<file path="src/hdl/cpc_pkg.sv">
// Package with shared types, constants and the case-folding function of the caseless pattern counter.
`timescale 1ns / 1ps

package cpc_pkg;

    localparam int MAX_PATTERN_DEF = 16;
    localparam int COUNT_BITS_DEF  = 32;
    localparam int PATTERN_BYTES   = 16;
    localparam int CFG_INDEX_W     = 2;
    localparam int CFG_DATA_W      = 64;
    localparam int LEN_REG_W       = 5;
    localparam int MATCH_COUNT_W   = 32;

    typedef logic [7:0] t_byte;
    typedef logic [CFG_INDEX_W-1:0] t_cfg_index;
    typedef logic [CFG_DATA_W-1:0] t_cfg_data;
    typedef logic [LEN_REG_W-1:0] t_len_reg;
    typedef logic [MATCH_COUNT_W-1:0] t_match_count;
    typedef logic [PATTERN_BYTES-1:0][7:0] t_pattern;

    typedef enum logic [CFG_INDEX_W-1:0] {
        CFG_PATTERN_LO  = 2'd0,
        CFG_PATTERN_HI  = 2'd1,
        CFG_PATTERN_LEN = 2'd2
    } t_cfg_reg;

    // Folds ASCII upper-case letters to lower case and leaves every other byte alone.
    function automatic t_byte fold_case(input t_byte c);
        if (c >= 8'h41 && c <= 8'h5A) begin
            return c + 8'h20;
        end
        return c;
    endfunction

endpackage

</file>
<file path="src/hdl/cpc_if.sv">
// Channel interfaces for text input, results and configuration writes.
`timescale 1ns / 1ps

interface cpc_text_if;
    logic              valid;
    logic              ready;
    cpc_pkg::t_byte    text_byte;
    logic              end_of_chunk;

    modport source (output valid, output text_byte, output end_of_chunk, input ready);
    modport sink (input valid, input text_byte, input end_of_chunk, output ready);
endinterface

interface cpc_result_if;
    logic                  valid;
    logic                  ready;
    logic                  matched;
    cpc_pkg::t_match_count match_count;

    modport source (output valid, output matched, output match_count, input ready);
    modport sink (input valid, input matched, input match_count, output ready);
endinterface

interface cpc_cfg_if;
    logic                valid;
    logic                ready;
    cpc_pkg::t_cfg_index index;
    cpc_pkg::t_cfg_data  data;

    modport source (output valid, output index, output data, input ready);
    modport sink (input valid, input index, input data, output ready);
endinterface

</file>
<file path="src/hdl/caseless_pattern_counter_top.sv">
// Top level of the caseless pattern counter with its state, configuration and result buffer.
// The result of an accepted text transaction is registered in the output buffer before it reaches the output.
// Throughput: one text byte per cycle while the skid entry is empty, set by the combinational window compare.
// A two-entry output buffer keeps input accepted while one result waits downstream.
// Reset clears the count, fill level, holdoff and buffer; the pattern resets to zero
// with a length of one.
`timescale 1ns / 1ps

module caseless_pattern_counter_top #(
    parameter int MAX_PATTERN = cpc_pkg::MAX_PATTERN_DEF,
    parameter int COUNT_BITS  = cpc_pkg::COUNT_BITS_DEF
) (
    input  logic          i_clk,
    input  logic          i_rst_n,
    cpc_text_if.sink      i_text,
    cpc_result_if.source  o_result,
    cpc_cfg_if.sink       i_cfg
);
    import cpc_pkg::*;

    localparam int LW = $clog2(MAX_PATTERN + 1);
    localparam int HW = (MAX_PATTERN > 1) ? $clog2(MAX_PATTERN) : 1;
    localparam int WB = (COUNT_BITS > MATCH_COUNT_W) ? COUNT_BITS : MATCH_COUNT_W;

    t_pattern                   r_pattern;
    t_len_reg                   r_pattern_len;
    logic [MAX_PATTERN-1:0][7:0] r_history;
    logic [LW-1:0]              r_filled;
    logic [HW-1:0]              r_holdoff;
    logic [COUNT_BITS-1:0]      r_tally;

    logic                       r_out_valid;
    logic                       r_out_matched;
    t_match_count               r_out_count;
    logic                       r_skid_valid;
    logic                       r_skid_matched;
    t_match_count               r_skid_count;

    logic [MAX_PATTERN-1:0][7:0] window;
    logic [LW-1:0]              len_eff;
    logic [LW-1:0]              n_filled;
    logic                       raw_hit;
    logic                       n_matched;
    logic [HW-1:0]              n_holdoff;
    logic [COUNT_BITS-1:0]      n_tally;
    logic [WB-1:0]              tally_wide;
    t_match_count               n_count;
    logic                       accept;
    logic                       pop;

    assign i_cfg.ready  = 1'b1;
    assign i_text.ready = !r_skid_valid;
    assign accept       = i_text.valid && !r_skid_valid;
    assign pop          = r_out_valid && o_result.ready;

    assign o_result.valid       = r_out_valid;
    assign o_result.matched     = r_out_matched;
    assign o_result.match_count = r_out_count;

    always_ff @(posedge i_clk) begin
        if (!i_rst_n) begin
            r_pattern     <= '0;
            r_pattern_len <= LEN_REG_W'(1);
        end else if (i_cfg.valid) begin
            unique case (t_cfg_reg'(i_cfg.index))
                CFG_PATTERN_LO: begin
                    for (int b = 0; b < 8; b++) begin
                        r_pattern[b] <= fold_case(i_cfg.data[b*8 +: 8]);
                    end
                end
                CFG_PATTERN_HI: begin
                    for (int b = 0; b < 8; b++) begin
                        r_pattern[b + 8] <= fold_case(i_cfg.data[b*8 +: 8]);
                    end
                end
                CFG_PATTERN_LEN: begin
                    r_pattern_len <= i_cfg.data[LEN_REG_W-1:0];
                end
                default: begin
                end
            endcase
        end
    end

    always_comb begin
        window[0] = fold_case(i_text.text_byte);
        for (int k = 1; k < MAX_PATTERN; k++) begin
            window[k] = r_history[k-1];
        end
        if (r_pattern_len > LEN_REG_W'(MAX_PATTERN)) begin
            len_eff = LW'(MAX_PATTERN);
        end else begin
            len_eff = LW'(r_pattern_len);
        end
        if (r_filled < LW'(MAX_PATTERN)) begin
            n_filled = r_filled + LW'(1);
        end else begin
            n_filled = r_filled;
        end
    end

    cpc_match #(
        .MAX_PATTERN (MAX_PATTERN),
        .LW          (LW)
    ) u_match (
        .i_window  (window),
        .i_pattern (r_pattern),
        .i_len     (len_eff),
        .i_filled  (n_filled),
        .o_hit     (raw_hit)
    );

    always_comb begin
        n_matched = 1'b0;
        n_holdoff = r_holdoff;
        n_tally   = r_tally;
        if (r_holdoff != '0) begin
            n_holdoff = r_holdoff - HW'(1);
        end else if (raw_hit) begin
            n_matched = 1'b1;
            n_holdoff = HW'(len_eff - LW'(1));
            if (r_tally != '1) begin
                n_tally = r_tally + COUNT_BITS'(1);
            end
        end
        tally_wide = WB'(n_tally);
        if (tally_wide > WB'({MATCH_COUNT_W{1'b1}})) begin
            n_count = '1;
        end else begin
            n_count = tally_wide[MATCH_COUNT_W-1:0];
        end
    end

    always_ff @(posedge i_clk) begin
        if (!i_rst_n) begin
            r_filled  <= '0;
            r_holdoff <= '0;
            r_tally   <= '0;
        end else if (accept) begin
            if (i_text.end_of_chunk) begin
                r_filled  <= '0;
                r_holdoff <= '0;
                r_tally   <= '0;
            end else begin
                r_filled  <= n_filled;
                r_holdoff <= n_holdoff;
                r_tally   <= n_tally;
            end
        end
    end

    always_ff @(posedge i_clk) begin
        if (accept) begin
            r_history <= window;
        end
    end

    always_ff @(posedge i_clk) begin
        if (!i_rst_n) begin
            r_out_valid  <= 1'b0;
            r_skid_valid <= 1'b0;
        end else if (!r_out_valid || pop) begin
            if (r_skid_valid) begin
                r_out_valid  <= 1'b1;
                r_skid_valid <= 1'b0;
            end else begin
                r_out_valid <= accept;
            end
        end else if (accept) begin
            r_skid_valid <= 1'b1;
        end
    end

    always_ff @(posedge i_clk) begin
        if (!r_out_valid || pop) begin
            if (r_skid_valid) begin
                r_out_matched <= r_skid_matched;
                r_out_count   <= r_skid_count;
            end else begin
                r_out_matched <= n_matched;
                r_out_count   <= n_count;
            end
        end else if (accept) begin
            r_skid_matched <= n_matched;
            r_skid_count   <= n_count;
        end
    end

endmodule

</file>
<file path="src/hdl/cpc_match.sv">
// Window comparator that checks the newest text bytes against the folded pattern.
`timescale 1ns / 1ps

module cpc_match #(
    parameter int MAX_PATTERN = cpc_pkg::MAX_PATTERN_DEF,
    parameter int LW = $clog2(MAX_PATTERN + 1)
) (
    input  logic [MAX_PATTERN-1:0][7:0] i_window,
    input  cpc_pkg::t_pattern           i_pattern,
    input  logic [LW-1:0]               i_len,
    input  logic [LW-1:0]               i_filled,
    output logic                        o_hit
);
    import cpc_pkg::*;

    localparam int IW = (MAX_PATTERN > 1) ? $clog2(MAX_PATTERN) : 1;

    logic          all_eq;
    logic [LW-1:0] idx;

    always_comb begin
        all_eq = 1'b1;
        idx    = '0;
        for (int j = 0; j < MAX_PATTERN; j++) begin
            idx = i_len - LW'(j + 1);
            if (LW'(j) < i_len && i_window[idx[IW-1:0]] != i_pattern[j]) begin
                all_eq = 1'b0;
            end
        end
        o_hit = (i_len != '0) && (i_filled >= i_len) && all_eq;
    end

endmodule
</file>
<file path="src/flat_wrapper.sv">
// flat-port wrapper written by rule: the top's interface ports become plain ports
module caseless_pattern_counter_top_flat import cpc_pkg::*;
#(
    parameter int MAX_PATTERN = cpc_pkg::MAX_PATTERN_DEF,
    parameter int COUNT_BITS  = cpc_pkg::COUNT_BITS_DEF
)
  (i_clk, i_rst_n, i_text_valid, i_text_text_byte, i_text_end_of_chunk, i_text_ready, o_result_valid, o_result_matched, o_result_match_count, o_result_ready, i_cfg_valid, i_cfg_index, i_cfg_data, i_cfg_ready);
  cpc_text_if i_text_i ();
  cpc_result_if o_result_i ();
  cpc_cfg_if i_cfg_i ();
  input  logic i_clk;
  input  logic i_rst_n;
  input wire logic [$bits(i_text_i.valid)-1:0] i_text_valid;
  input wire logic [$bits(i_text_i.text_byte)-1:0] i_text_text_byte;
  input wire logic [$bits(i_text_i.end_of_chunk)-1:0] i_text_end_of_chunk;
  output wire logic [$bits(i_text_i.ready)-1:0] i_text_ready;
  output wire logic [$bits(o_result_i.valid)-1:0] o_result_valid;
  output wire logic [$bits(o_result_i.matched)-1:0] o_result_matched;
  output wire logic [$bits(o_result_i.match_count)-1:0] o_result_match_count;
  input wire logic [$bits(o_result_i.ready)-1:0] o_result_ready;
  input wire logic [$bits(i_cfg_i.valid)-1:0] i_cfg_valid;
  input wire logic [$bits(i_cfg_i.index)-1:0] i_cfg_index;
  input wire logic [$bits(i_cfg_i.data)-1:0] i_cfg_data;
  output wire logic [$bits(i_cfg_i.ready)-1:0] i_cfg_ready;
  assign i_text_i.valid = i_text_valid;
  assign i_text_i.text_byte = i_text_text_byte;
  assign i_text_i.end_of_chunk = i_text_end_of_chunk;
  assign i_text_ready = i_text_i.ready;
  assign o_result_valid = o_result_i.valid;
  assign o_result_matched = o_result_i.matched;
  assign o_result_match_count = o_result_i.match_count;
  assign o_result_i.ready = o_result_ready;
  assign i_cfg_i.valid = i_cfg_valid;
  assign i_cfg_i.index = i_cfg_index;
  assign i_cfg_i.data = i_cfg_data;
  assign i_cfg_ready = i_cfg_i.ready;
  caseless_pattern_counter_top #(.MAX_PATTERN(MAX_PATTERN), .COUNT_BITS(COUNT_BITS)) u_core (.i_clk(i_clk), .i_rst_n(i_rst_n), .i_text(i_text_i), .o_result(o_result_i), .i_cfg(i_cfg_i));
endmodule
</file>
<file path="config.mk">
export PLATFORM = sky130hd
export DESIGN_NAME = caseless_pattern_counter_top_flat
export DESIGN_NICKNAME = d
export VERILOG_FILES = /design/src/hdl/cpc_pkg.sv /design/src/hdl/cpc_if.sv /design/src/hdl/caseless_pattern_counter_top.sv /design/src/hdl/cpc_match.sv /design/src/flat_wrapper.sv
export SDC_FILE = /design/constraint.sdc
export NUM_CORES = 1
export LEC_CHECK = 0
export BUFFER_PORTS_ARGS = -buffer_cell sky130_fd_sc_hd__clkbuf_2
export CELL_PAD_IN_SITES_DETAIL_PLACEMENT = 1
export CELL_PAD_IN_SITES_GLOBAL_PLACEMENT = 1
export CORE_UTILIZATION = 45
export DETAILED_ROUTE_END_ITERATION = 16
export PLACE_DENSITY_LB_ADDON = 0.08
export REMOVE_ABC_BUFFERS = 1
export SLEW_MARGIN = 10
export SYNTH_ARGS = -nofsm -noshare
export SYNTH_HDL_FRONTEND = slang
export SYNTH_SLANG_ARGS = --single-unit
</file>
<file path="constraint.sdc">
create_clock -name i_clk -period 5.7 [get_ports i_clk]
set_input_delay 0 -clock i_clk [delete_from_list [all_inputs] [get_ports i_clk]]
set_output_delay 0 -clock i_clk [all_outputs]
set_load 0.05 [all_outputs]
</file>
# Yosys cells after proc, flatten, opt, wreduce, memory -nomap -nowiden
# Cells that the tools add are included.
dict set report op_classes {
  n_addsub 28
  shift 0
  n_lt_le_gt_ge 54
  bitwise 2
  n_mux 147
  mul 0
  n_reduce_logical 42
  div 0
  eq_ne 19
}
# operator count
set ops {}
lappend ops {{$bmux W8 S4} 16}
lappend ops {{$mux W8} 42}
lappend ops {{$mux W32} 6}
lappend ops {{$ne A8 B8 Y1} 16}
lappend ops {{$lt A4 B5 Y1 const B} 16}
lappend ops {{$mux W1} 77}
lappend ops {{$add A8 B6 Y8 const B} 9}
lappend ops {{$ge A8 B7 Y1 const B} 9}
lappend ops {{$le A8 B7 Y1 const B} 9}
lappend ops {{$lt A4 B5 Y1 const A} 8}
lappend ops {{$add A32 B1 Y32 const B} 1}
lappend ops {{$gt A32 B32 Y1 const B} 1}
lappend ops {{$ne A32 B32 Y1 const B} 1}
lappend ops {{$sub A4 B4 Y4 const B} 8}
lappend ops {{$logic_and A1 B1 Y1} 29}
lappend ops {{$lt A3 B5 Y1 const A} 4}
lappend ops {{$sub A4 B3 Y4 const B} 4}
lappend ops {{$mux W5} 3}
lappend ops {{$mux W4} 3}
lappend ops {{$sub A4 B1 Y4 const B} 3}
lappend ops {{$lt A1 B5 Y1 const A} 2}
lappend ops {{$lt A2 B5 Y1 const A} 2}
lappend ops {{$reduce_and A2 Y1} 5}
lappend ops {{$sub A4 B2 Y4 const B} 2}
lappend ops {{14 further kinds} 16}
dict set report word_totals {
  memories 0
  inputBits 80
  ramBits 0
  rom_bits 0
  ff_bits 362
  output_inout_bits 36
  word_cells 333
  latch_bits 0
}

# Logic depth before layout (Yosys ltp)
# Gate-level depths: netlist of run 1.
dict set report logic_depth {
  depth_word 30
  depth_mapped 27
  depth_no_buf 16
}

# Modules after synthesis
# From an unflattened synthesis of run 1, not the netlist that was laid out.
dict set report hier_totals {
  cells_unflattened 2354
  hier_area_um2 24738.7
}
# mod cells_per_inst seq_area_each_um2 area_each_um2 instances
set modules_own_cells {}
lappend modules_own_cells {caseless_pattern_counter_top 1288 9108.7 14302.5 1}
lappend modules_own_cells {cpc_match 1066 0.0 10436.3 1}

# Worst setup path before layout of run 1
# Ideal clock, no wire load.
dict set report synth_timing {
  path_kind {flip-flop to flip-flop}
  start {register u_core.r_pattern_len[0]}
  end {register u_core.r_out_count[1] (netlist: u_core.o_result.match_count[1]) (data pin)}
  synth_period_minus_slack_ns 6.038
  stages_incl_launch_ff 25
  setup_slack_ns -0.338
  path_buffers 11
  setup_ns 0.260
  arrival_ns 5.778
  t_required_ns 5.440
  cell_sequence {dfxtp_1 -> buf_2 -> nand2b_1 -> buf_6 -> buf_4 -> buf_2 -> buf_2 -> buf_2 -> buf_1 -> ha_1 -> buf_2 -> buf_2 -> buf_2 -> mux4_2 -> a2111oi_0 -> mux2i_1 -> o2111ai_1 -> nor3_2 -> nand4_1 -> a2111oi_4 -> nand4b_4 -> buf_6 -> nor2_1 -> mux2_2 -> mux2_2}
}
dict set report synth_via {
  elab_chain_len 29
  word_cells_on_any_way 123
  classes_between {add/sub (16); order compare (19); eq/ne (16); mux (53); reduce/logical (19)}
}
# element line
set synth_rtl {}
lappend synth_rtl {{start: declaration} caseless_pattern_counter_top.sv:26} ;# t_len_reg r_pattern_len;
lappend synth_rtl {{start signal: assignment} caseless_pattern_counter_top.sv:77} ;# r_pattern_len <= i_cfg.data[LEN_REG_W-1:0];
lappend synth_rtl {{$gt A5 B5 Y1} caseless_pattern_counter_top.sv:90} ;# if (r_pattern_len > LEN_REG_W'(MAX_PATTERN)) begin
lappend synth_rtl {{$mux W5 *} caseless_pattern_counter_top.sv:90}
lappend synth_rtl {{$sub A4 B1 Y4} cpc_match.sv:25} ;# idx = i_len - LW'(j + 1);
lappend synth_rtl {{$bmux W8 S4} cpc_match.sv:26} ;# if (LW'(j) < i_len && i_window[idx[IW-1:0]] != i_pattern[j]) begin
lappend synth_rtl {{$mux W8 (implied by the code)} cpc_match.sv:26}
lappend synth_rtl {{$ne A8 B8 Y1} cpc_match.sv:26}
lappend synth_rtl {{$logic_and A1 B1 Y1} cpc_match.sv:26}
lappend synth_rtl {{$mux W1 (16 in a row)} cpc_match.sv:26}
lappend synth_rtl {{$logic_and A1 B1 Y1 *} cpc_match.sv:30} ;# o_hit = (i_len != '0) && (i_filled >= i_len) && all_eq;
lappend synth_rtl {{$mux W32 *} caseless_pattern_counter_top.sv:119} ;# end else if (raw_hit) begin
lappend synth_rtl {{$mux W32 *} caseless_pattern_counter_top.sv:117} ;# if (r_holdoff != '0) begin
lappend synth_rtl {{$gt A32 B32 Y1} caseless_pattern_counter_top.sv:127} ;# if (tally_wide > WB'({MATCH_COUNT_W{1'b1}})) begin
lappend synth_rtl {{$mux W32 *} caseless_pattern_counter_top.sv:127}
lappend synth_rtl {{named net u_core.n_count[1]} caseless_pattern_counter_top.sv:47} ;# t_match_count n_count;
lappend synth_rtl {{$mux W32 *} caseless_pattern_counter_top.sv:176} ;# if (r_skid_valid) begin
lappend synth_rtl {{end signal: assignment} caseless_pattern_counter_top.sv:178} ;# r_out_count <= r_skid_count;
lappend synth_rtl {{end signal: assignment} caseless_pattern_counter_top.sv:181} ;# r_out_count <= n_count;
lappend synth_rtl {{end: declaration} caseless_pattern_counter_top.sv:34} ;# t_match_count r_out_count;
# The timed path passes the listed nets; every way through them passes the cells marked *. The select of a mux whose other input is x is not followed.
# A chain may end at the register's enable or synchronous reset.

# Worst setup path in the final report of run 1
dict set report layout_timing {
  start {register u_core.r_pattern_len[4]}
  end {register u_core.r_out_count[13] (netlist: u_core.o_result.match_count[13]) (data pin)}
}
dict set report layout_via {
  elab_chain_len 29
  word_cells_on_any_way 123
  classes_between {add/sub (16); order compare (19); eq/ne (16); mux (53); reduce/logical (19)}
}
# element line
set layout_rtl {}
lappend layout_rtl {{$gt A5 B5 Y1} caseless_pattern_counter_top.sv:90}
lappend layout_rtl {{$mux W5 *} caseless_pattern_counter_top.sv:90}
lappend layout_rtl {{$sub A4 B1 Y4} cpc_match.sv:25}
lappend layout_rtl {{$bmux W8 S4} cpc_match.sv:26}
lappend layout_rtl {{$mux W8 (implied by the code)} cpc_match.sv:26}
lappend layout_rtl {{$ne A8 B8 Y1} cpc_match.sv:26}
lappend layout_rtl {{$logic_and A1 B1 Y1} cpc_match.sv:26}
lappend layout_rtl {{$mux W1 (16 in a row)} cpc_match.sv:26}
lappend layout_rtl {{$logic_and A1 B1 Y1 *} cpc_match.sv:30}
lappend layout_rtl {{$mux W32 *} caseless_pattern_counter_top.sv:119}
lappend layout_rtl {{$mux W32 *} caseless_pattern_counter_top.sv:117}
lappend layout_rtl {{$gt A32 B32 Y1} caseless_pattern_counter_top.sv:127}
lappend layout_rtl {{$mux W32 *} caseless_pattern_counter_top.sv:127}
lappend layout_rtl {{$mux W32 *} caseless_pattern_counter_top.sv:176}
# Mark *: on every way between the ends. The rest lies on a longest branch, timed or not. The select of a mux whose other input is x is not followed.

==> results by group, run 1 <==
Run status
  • Outcome: complete, no violations

Finish
  • Synth-to-Final Area Change: 18.4%
  • # fillers: about 6.6k
  • Storage cell area: 0.00911 mm2
  • Fin cells: 3962
  • Multi-input logic area: about 0.017 mm2
  • Share of cells above drive strength 1: 0.190
  • Final #Nets: 3269
  • Final core occ: 0.543

Clock network
  • Latest clock arrival within the worst-skew pair: 0.59 ns
  • CTS max path bufs: 3
  • CTS tree: built
  • H-tree Lvls: 2
  • Reg clk slew, reported paths: roughly 0.060 ns
  • CTS buffer count: 43
  • Clock tree root buffer cell: clkbuf_16
  • Clock Sinks: 362

Yosys
  • Primary FF master, synth: edfxtp_1
  • Post-synthesis instance total: 2924
  • Mean Syn Cell Area: 9.15 um2
  • Netlist cell types: 99
  • Async S/R FF share, synth: 0
  • Synth warn: 0
  • Seq/Total Area, Yosys: 0.341
  • Yosys reg bits: roughly 360
  • Synth Cell Area: approximately 0.027 mm2
  • Post-synth EDFFs: around 190

GRT
  • Vias in the first global route: 26.3k
  • First-pass GRT wire length: 175000 um
  • GRT overflow: 0
  • Overall Global Routing Usage: 0.389
  • Largest net degree at the start of global routing: 105
  • Initial antenna violation count: 3

Power
  • VDD IR max: between 0.3 and 0.4 mV
  • Tot Pwr: 8.08 mW
  • P_leak: 13.1 nW
  • Pwr dens: 255 mW/mm2

STA
  • Max Slew Vio Count: 0
  • Endpoints failing hold: 0
  • FMAX: 178 MHz
  • Period utilization: 0.988
  • Worst Skew: 0.0359 ns
  • Final Setup Violations: 0
  • Final min period: 5.63 ns
  • Total Negative Setup Slacks: 0 ns
  • Setup ws final: 0.0677 ns
  • Worst slew pin tran: 1.15 ns
  • Slew margin rel.: 0.230

Die
  • Initial Util: 0.459
  • Row count: 88
  • Total Die Area: 0.0604 mm2
  • Io pins: 116
  • Die X: approximately 250 um
  • Chip height: 246 um
  • Core Area: 0.0582 mm2

Placed design
  • Routability congestion estimate: just over 1
  • Port bufs: 114
  • Pre-CTS setup slack: -0.103 ns
  • HPWL Detailed: 87600 um
  • Dpl cells: 3785

Drt
  • Drt total wl: 120000 um
  • DR vias/cell: 6.69
  • Met3 WL: 9280 um
  • WL/cell: 30.4 um
  • Starting DRC count in detailed routing: 2512
  • DRC: 0
  • First-pass detailed-route iteration total: 6
  • Top sig layer: met4
  • Vias after detailed routing: 26.5k
  • DRT met1 WL: 49700 um
  • Final ANT Viol Nets: 0
  • Detail Route met2 WL: 55800 um

Worst setup path
  • Startpoint Class: register
  • Worst setup path category: reg2reg
  • Worst EP arrival: 5.91 ns
  • Critical path peak fanout: 27
  • Setup crit end kind: register
  • Critical Path RT: 5.98 ns

Flow run
  • Max_cap viols: 0

Hold path
  • Worst hold path type: in2reg
==> power breakdown <==
| part | internal (mW) | total (mW) | switching [mW] |
|---|---|---|---|
| Sequential | 2.86 | 3.03 | 0.166 |
| Clock | 1.57 | 2.76 | 1.18 |
| Combinational | 0.884 | 2.30 | 1.41 |
==> metal layers <==
layer	GRT usage	vias to the layer above
met3	0.0637	294
met2	0.633	1243
li1	-	11500
met5	0	-
met1	0.510	13500
met4	0.159	0
==> cell usage after synthesis (15+ instances only) <==
library cell  instances  share of area
a211oi_1             26         0.0073
a21boi_0             83          0.023
a21o_1               26         0.0073
a21oi_1             109          0.020
a221oi_1             15         0.0049
a22oi_1              37          0.010
a31oi_1              40         0.0094
and2_1               23         0.0054
and3_1               28         0.0065
buf_1                28         0.0039
buf_2                62          0.012
clkbuf_1            111          0.016
dfxtp_1             176           0.13
edfxtp_1            186           0.21
ha_1                 26          0.012
inv_1                41         0.0058
mux2_2               60          0.025
mux2i_1             244          0.091
mux4_2               51          0.043
nand2_1             465          0.065
nand2b_1             21         0.0049
nand3_1              83          0.016
nand4_1              29         0.0068
nor2_1              132          0.019
nor2b_1              15         0.0035
nor3_1               64          0.012
nor3b_1              23         0.0065
nor4_1               16         0.0037
o2111ai_1            17         0.0056
o211a_1              38          0.014
o211ai_1             30         0.0084
o21ai_0              95          0.018
o22ai_1              39         0.0091
o311ai_0             15         0.0049
o31ai_1              16         0.0045
or3_1                18         0.0042
xnor2_1              86          0.028
xor2_1               93          0.030
==> timing repair <==
item	CTS	global route
setup endpoints to repair	27	67
buffers inserted	5	8
pin swaps	1	4
hold buffers	83	0
endpoints found under the hold margin	144	0
cloned	0	2
gates resized for setup	7	38
==> final timing paths <==
kind,from,to,slack [ns],depth (start not counted)
setup / recovery,u_core.r_pattern_len[4],u_core.o_result.match_count[13],0.07,19
hold reg to reg,u_core.r_pattern[105],u_core.r_pattern[105],0.48,2
setup reg to reg,u_core.r_pattern_len[4],u_core.o_result.match_count[13],0.07,19
hold / removal,i_text_text_byte[6],u_core.r_history[6],0.08,2
==> cell usage in the layout, fill, tap and decap left out, types with 23 or more instances in the layout <==
master         synthesis  routed
nand3_1               83      83
and2_1                23      23
clkbuf_16              0      46
xor2_1                93      92
edfxtp_1             186     186
mux4_2                51      51
buf_4                 11     202
a22oi_1               37      37
clkbuf_2               0     113
nand4_1               29      29
o22ai_1               39      39
nor3_1                64      63
o211ai_1              30      30
nor2_1               132     130
a21boi_0              83      82
a211oi_1              26      24
dfxtp_1              176     174
a31oi_1               40      40
a21o_1                26      26
mux2_2                60      60
inv_1                 41      38
xnor2_1               86      80
mux2i_1              244     232
and3_1                28      28
nand2_1              465     464
o211a_1               38      38
o21ai_0               95      93
a21oi_1              109     109
dlygate4sd3_1          0      83
==> sequential cells by signal, indices dropped and copies added (netlist names) <==
name                         flops
u_core.r_tally                  32
u_core.o_result.valid            1
u_core.r_skid_valid              1
u_core.r_history               120
u_core.r_skid_matched            1
u_core.r_skid_count             32
u_core.o_result.match_count     32
u_core.r_pattern_len             5
u_core.r_holdoff                 4
u_core.o_result.matched          1
u_core.r_filled                  5
u_core.r_pattern               128
==> cell families after synthesis <==
family / Yosys count / synth area share
XOR/XNOR: 181 / 0.0598
other: 1 / 0.000140
adder cells (fa/ha/maj): 26 / 0.0122
buffers and inverters: 268 / 0.0451
flip-flops: 362 / 0.341
AO/OA/AOI/OAI: 742 / 0.201
AND/OR/NAND/NOR: 985 / 0.180
multiplexers: 359 / 0.161
==> final cells by class <==
class,count,share of cell area
Multi-Input combinational cell,2294,0.528
Sequential cell,362,0.288
Timing Repair Buffer,416,0.104
Clock buffer,59,0.0381
Tap cell,765,0.0302
Inverter,46,0.00597
Clock inverter,18,0.00518
Antenna cell,2,0.000158
==> critical path: stages (launching register included) <==
cell and delay, ns:
dfxtp_2 0.38, nand2b_1 0.33, inv_2 0.08, buf_4 0.22, ha_1 0.26, and2_1 0.23, or4b_1 0.61, nand2_1 0.17
buf_12 0.22, mux4_2 0.25, nor2_1 0.04, o21ai_0 0.67, nand2_1 0.11, o32ai_1 0.15, o31a_1 0.34, nand4b_4 0.15
buf_12 0.19, or2_2 0.35, o41ai_2 0.39, a31oi_1 0.15
==> metrics by stage <==
step / cell area [um2] / hold slack (ns)
floorplan: 25700 / 0.0619
global placement: 29100 / 0.273
detailed placement: 29100 / 0.284
CTS: 31400 / 0.0253
global route: 31700 / 0.0455
finish: 31700 / 0.0823
Power figures use the tool's default switching activity.
==> run 2: changes to the inputs <==
--- a/config.mk
+++ b/config.mk
@@ -5,10 +5,11 @@
 export SDC_FILE = /design/constraint.sdc
 export NUM_CORES = 1
 export LEC_CHECK = 0
+export ABC_AREA = 1
 export BUFFER_PORTS_ARGS = -buffer_cell sky130_fd_sc_hd__clkbuf_2
 export CELL_PAD_IN_SITES_DETAIL_PLACEMENT = 1
 export CELL_PAD_IN_SITES_GLOBAL_PLACEMENT = 1
-export CORE_UTILIZATION = 45
+export CORE_UTILIZATION = 41
 export DETAILED_ROUTE_END_ITERATION = 16
 export PLACE_DENSITY_LB_ADDON = 0.08
 export REMOVE_ABC_BUFFERS = 1
==> results by group, run 2 <==
Run status
  • Outcome: complete, no violations

Placed design
  • HPWL Detailed: 66600 um
  • Routability congestion estimate: 0.924
  • Port bufs: 114
  • Pre-CTS setup slack: just under 0.5 ns
  • Placed inst area: 0.0249 mm2

Finish
  • Biggest register: u_core.r_pattern
  • Most common cell after layout, fill and taps aside: nand2_1
  • Synth-to-Final Area Change: 14.6%
  • Final #Nets: 3780
  • Biggest regs: u_core.r_pattern x128, u_core.r_history x120
  • # fillers: 7422
  • Max reg flops: 128
  • Share of cells above drive strength 1: 0.0787
  • Ant. Diodes: 0
  • Most frequent cells in the layout: 1240 x nand2_1, 494 x nand3_1, 309 x inv_1
  • Final Instance Area: 0.0272 mm2

Worst setup path
  • Reg2reg start: u_core.r_pattern_len[4]
  • Worst setup path category: reg2reg
  • Critical Path RT: between 6 and 7 ns
  • Startpoint Class: register
  • Worst Path Buf+Inv: 5
  • CP top delay family: simple AND/OR/NAND/NOR gates
  • Critical path peak fanout: 41
  • R2r endpoint: u_core.r_holdoff[0]
  • Worst EP arrival: between 5 and 6 ns
  • CP max stage delay: around 0.7 ns
  • Worst R2R Path Depth: 29
  • Most used cell, CP: nand2_1
  • Setup crit end kind: register
  • Slowest cell on the critical path: dfxtp_1
  • R2R setup slack: ~0.44 ns

Yosys
  • Mean Syn Cell Area: 6.68 um2
  • Yosys reg bits: approximately 360
  • Top-count cell post-synth: nand2_1
  • Top cells by count, synth: 1240 x nand2_1, 494 x nand3_1, 312 x inv_1, 236 x o21ai_0, 197 x nor2_1
  • Cell taking the most area after synthesis: edfxtp_1
  • Netlist cell types: 50
  • Post-synthesis instance total: 3554
  • Synth warn: 0
  • Primary FF master, synth: edfxtp_1
  • Yosys top cell area share: 0.235
  • Async S/R FF share, synth: 0
  • Post-synth EDFFs: between 150 and 200
  • Largest cells by area after synthesis: edfxtp_1 24%, nand2_1 20%, dfxtp_1 15%
  • Seq/Total Area, Yosys: 0.383
  • Synth Cell Area: 0.0238 mm2

STA
  • Setup ws final: 0.439 ns
  • Period utilization: 0.923
  • Worst slew pin tran: between 1 and 1.5 ns
  • Max Slew Vio Count: 0
  • Final Setup Violations: 0
  • Total Negative Setup Slacks: 0 ns
  • Slew margin rel.: 0.265
  • Final min period: 5.26 ns
  • RSZ-0062 raised after global routing: no
  • FMAX: 190 MHz
  • Worst Skew: 0.0244 ns
  • Hold slack: 0.0692 ns
  • Endpoints failing hold: 0

GRT
  • First-pass GRT wire length: around 140000 um
  • GRT overflow: 0
  • Vias in the first global route: 24.4k
  • Initial antenna violation count: 0
  • Overall Global Routing Usage: 0.308
  • Largest net degree at the start of global routing: 103

Clock network
  • Clock tree root buffer cell: clkbuf_16
  • Reg clk slew, reported paths: roughly 0.06 ns
  • Post_cts resized: 0
  • H-tree Lvls: 2
  • Clock Sinks: 362
  • CTS max path bufs: 3
  • CTS tree: built
  • Setup bufs post-CTS: 0
  • CTS buffer count: 44
  • Latest clock arrival within the worst-skew pair: 0.60 ns
  • Hold Buf Count CTS: between 80 and 90

Drt
  • Vias after detailed routing: 24.9k
  • Final ANT Viol Nets: 0
  • WL/cell: 20.5 um
  • First-pass detailed-route iteration total: 8
  • DRC: 0
  • DR vias/cell: 5.57
  • Drt total wl: 91600 um
  • Starting DRC count in detailed routing: ~1.8k

Power
  • VDD IR max: 0.213 mV
  • Pwr dens: 303 mW/mm2
  • P_leak: 12.4 nW

Flow run
  • Max_cap viols: 0

Die
  • Core Area: 0.0568 mm2
  • Chip height: 243 um
  • Die X: 243 um
  • Total Die Area: 0.0589 mm2
  • Io pins: 116
  • Initial Util: 0.418
  • Row count: 87

Hold path
  • Worst hold path type: in2reg
  • Hold Crit Start: i_cfg_index[1]
  • Worst hold stages: 3
  • WHS Endpoint: u_core.r_pattern_len[2]
run 2: logic make-up after synthesis:
logic type | after synthesis | share of synthesized area
compound gates | 528 | 0.117
simple gates | 2097 | 0.379
mux | 4 | 0.00169
flops | 362 | 0.383
buf+inv | 501 | 0.0886
other cells | 1 | 0.000158
xor+xnor | 35 | 0.0169
fa+ha+maj | 26 | 0.0137
run 2: worst min-delay path, cell delays in order:
cell and delay, ns:
clkbuf_2 0.13, nand3_1 0.36, a21oi_1 0.11
run 2: area by class of cell:
class | instances | area (um2) | share of cell area
sequential | 362 | 9110 | 0.334
tap | 756 | 946 | 0.0347
inverter | 325 | 1220 | 0.0450
timing repair buffer | 250 | 1870 | 0.0687
clock inverter | 22 | 263 | 0.00965
clock buffer | 60 | 1240 | 0.0457
multi-input combinational | 2691 | 12600 | 0.462
run 2: report_power, final:
group	internal [mW]	leakage, nW	switching [mW]
Combinational	0.686	8.36	1.61
Clock	1.77	0.741	1.23
Sequential	2.87	3.31	0.0893
run 2: worst max-delay path by stage:
stage                            start                               to  slack, ns  depth (start not counted)
6_report       u_core.r_pattern_len[4]              u_core.r_holdoff[0]       0.44                         29
5_1_grt        u_core.r_pattern_len[4]              u_core.r_holdoff[0]       0.01                         26
4_1_cts        u_core.r_pattern_len[4]              u_core.r_holdoff[0]       0.46                         29
3_5_place_dp   u_core.r_pattern_len[4]              u_core.r_holdoff[0]       0.49                         29
3_3_place_gp   u_core.r_pattern_len[4]  u_core.o_result.match_count[13]       0.74                         26
2_1_floorplan      u_core.r_skid_valid              u_core.r_holdoff[1]      -4.87                          7
run 2: stage by stage:
stage | utilization | power [mW] | instances
after floorplan | - | 4.43 | 3378
after global placement | 0.437 | 5.16 | 4297
after detailed placement | 0.437 | 5.23 | 4297
after CTS | 0.479 | 8.28 | 4466
after global routing | 0.479 | 8.67 | 4466
final | 0.479 | 8.26 | 4466
run 2: routing by layer:
metal	share of wire	vias to the layer above	global-route usage
met5	0	-	0
met4	0.020	0	0.0690
met3	0.055	98	0.0342
met2	0.45	625	0.491
met1	0.48	12200	0.446
li1	-	12000	-
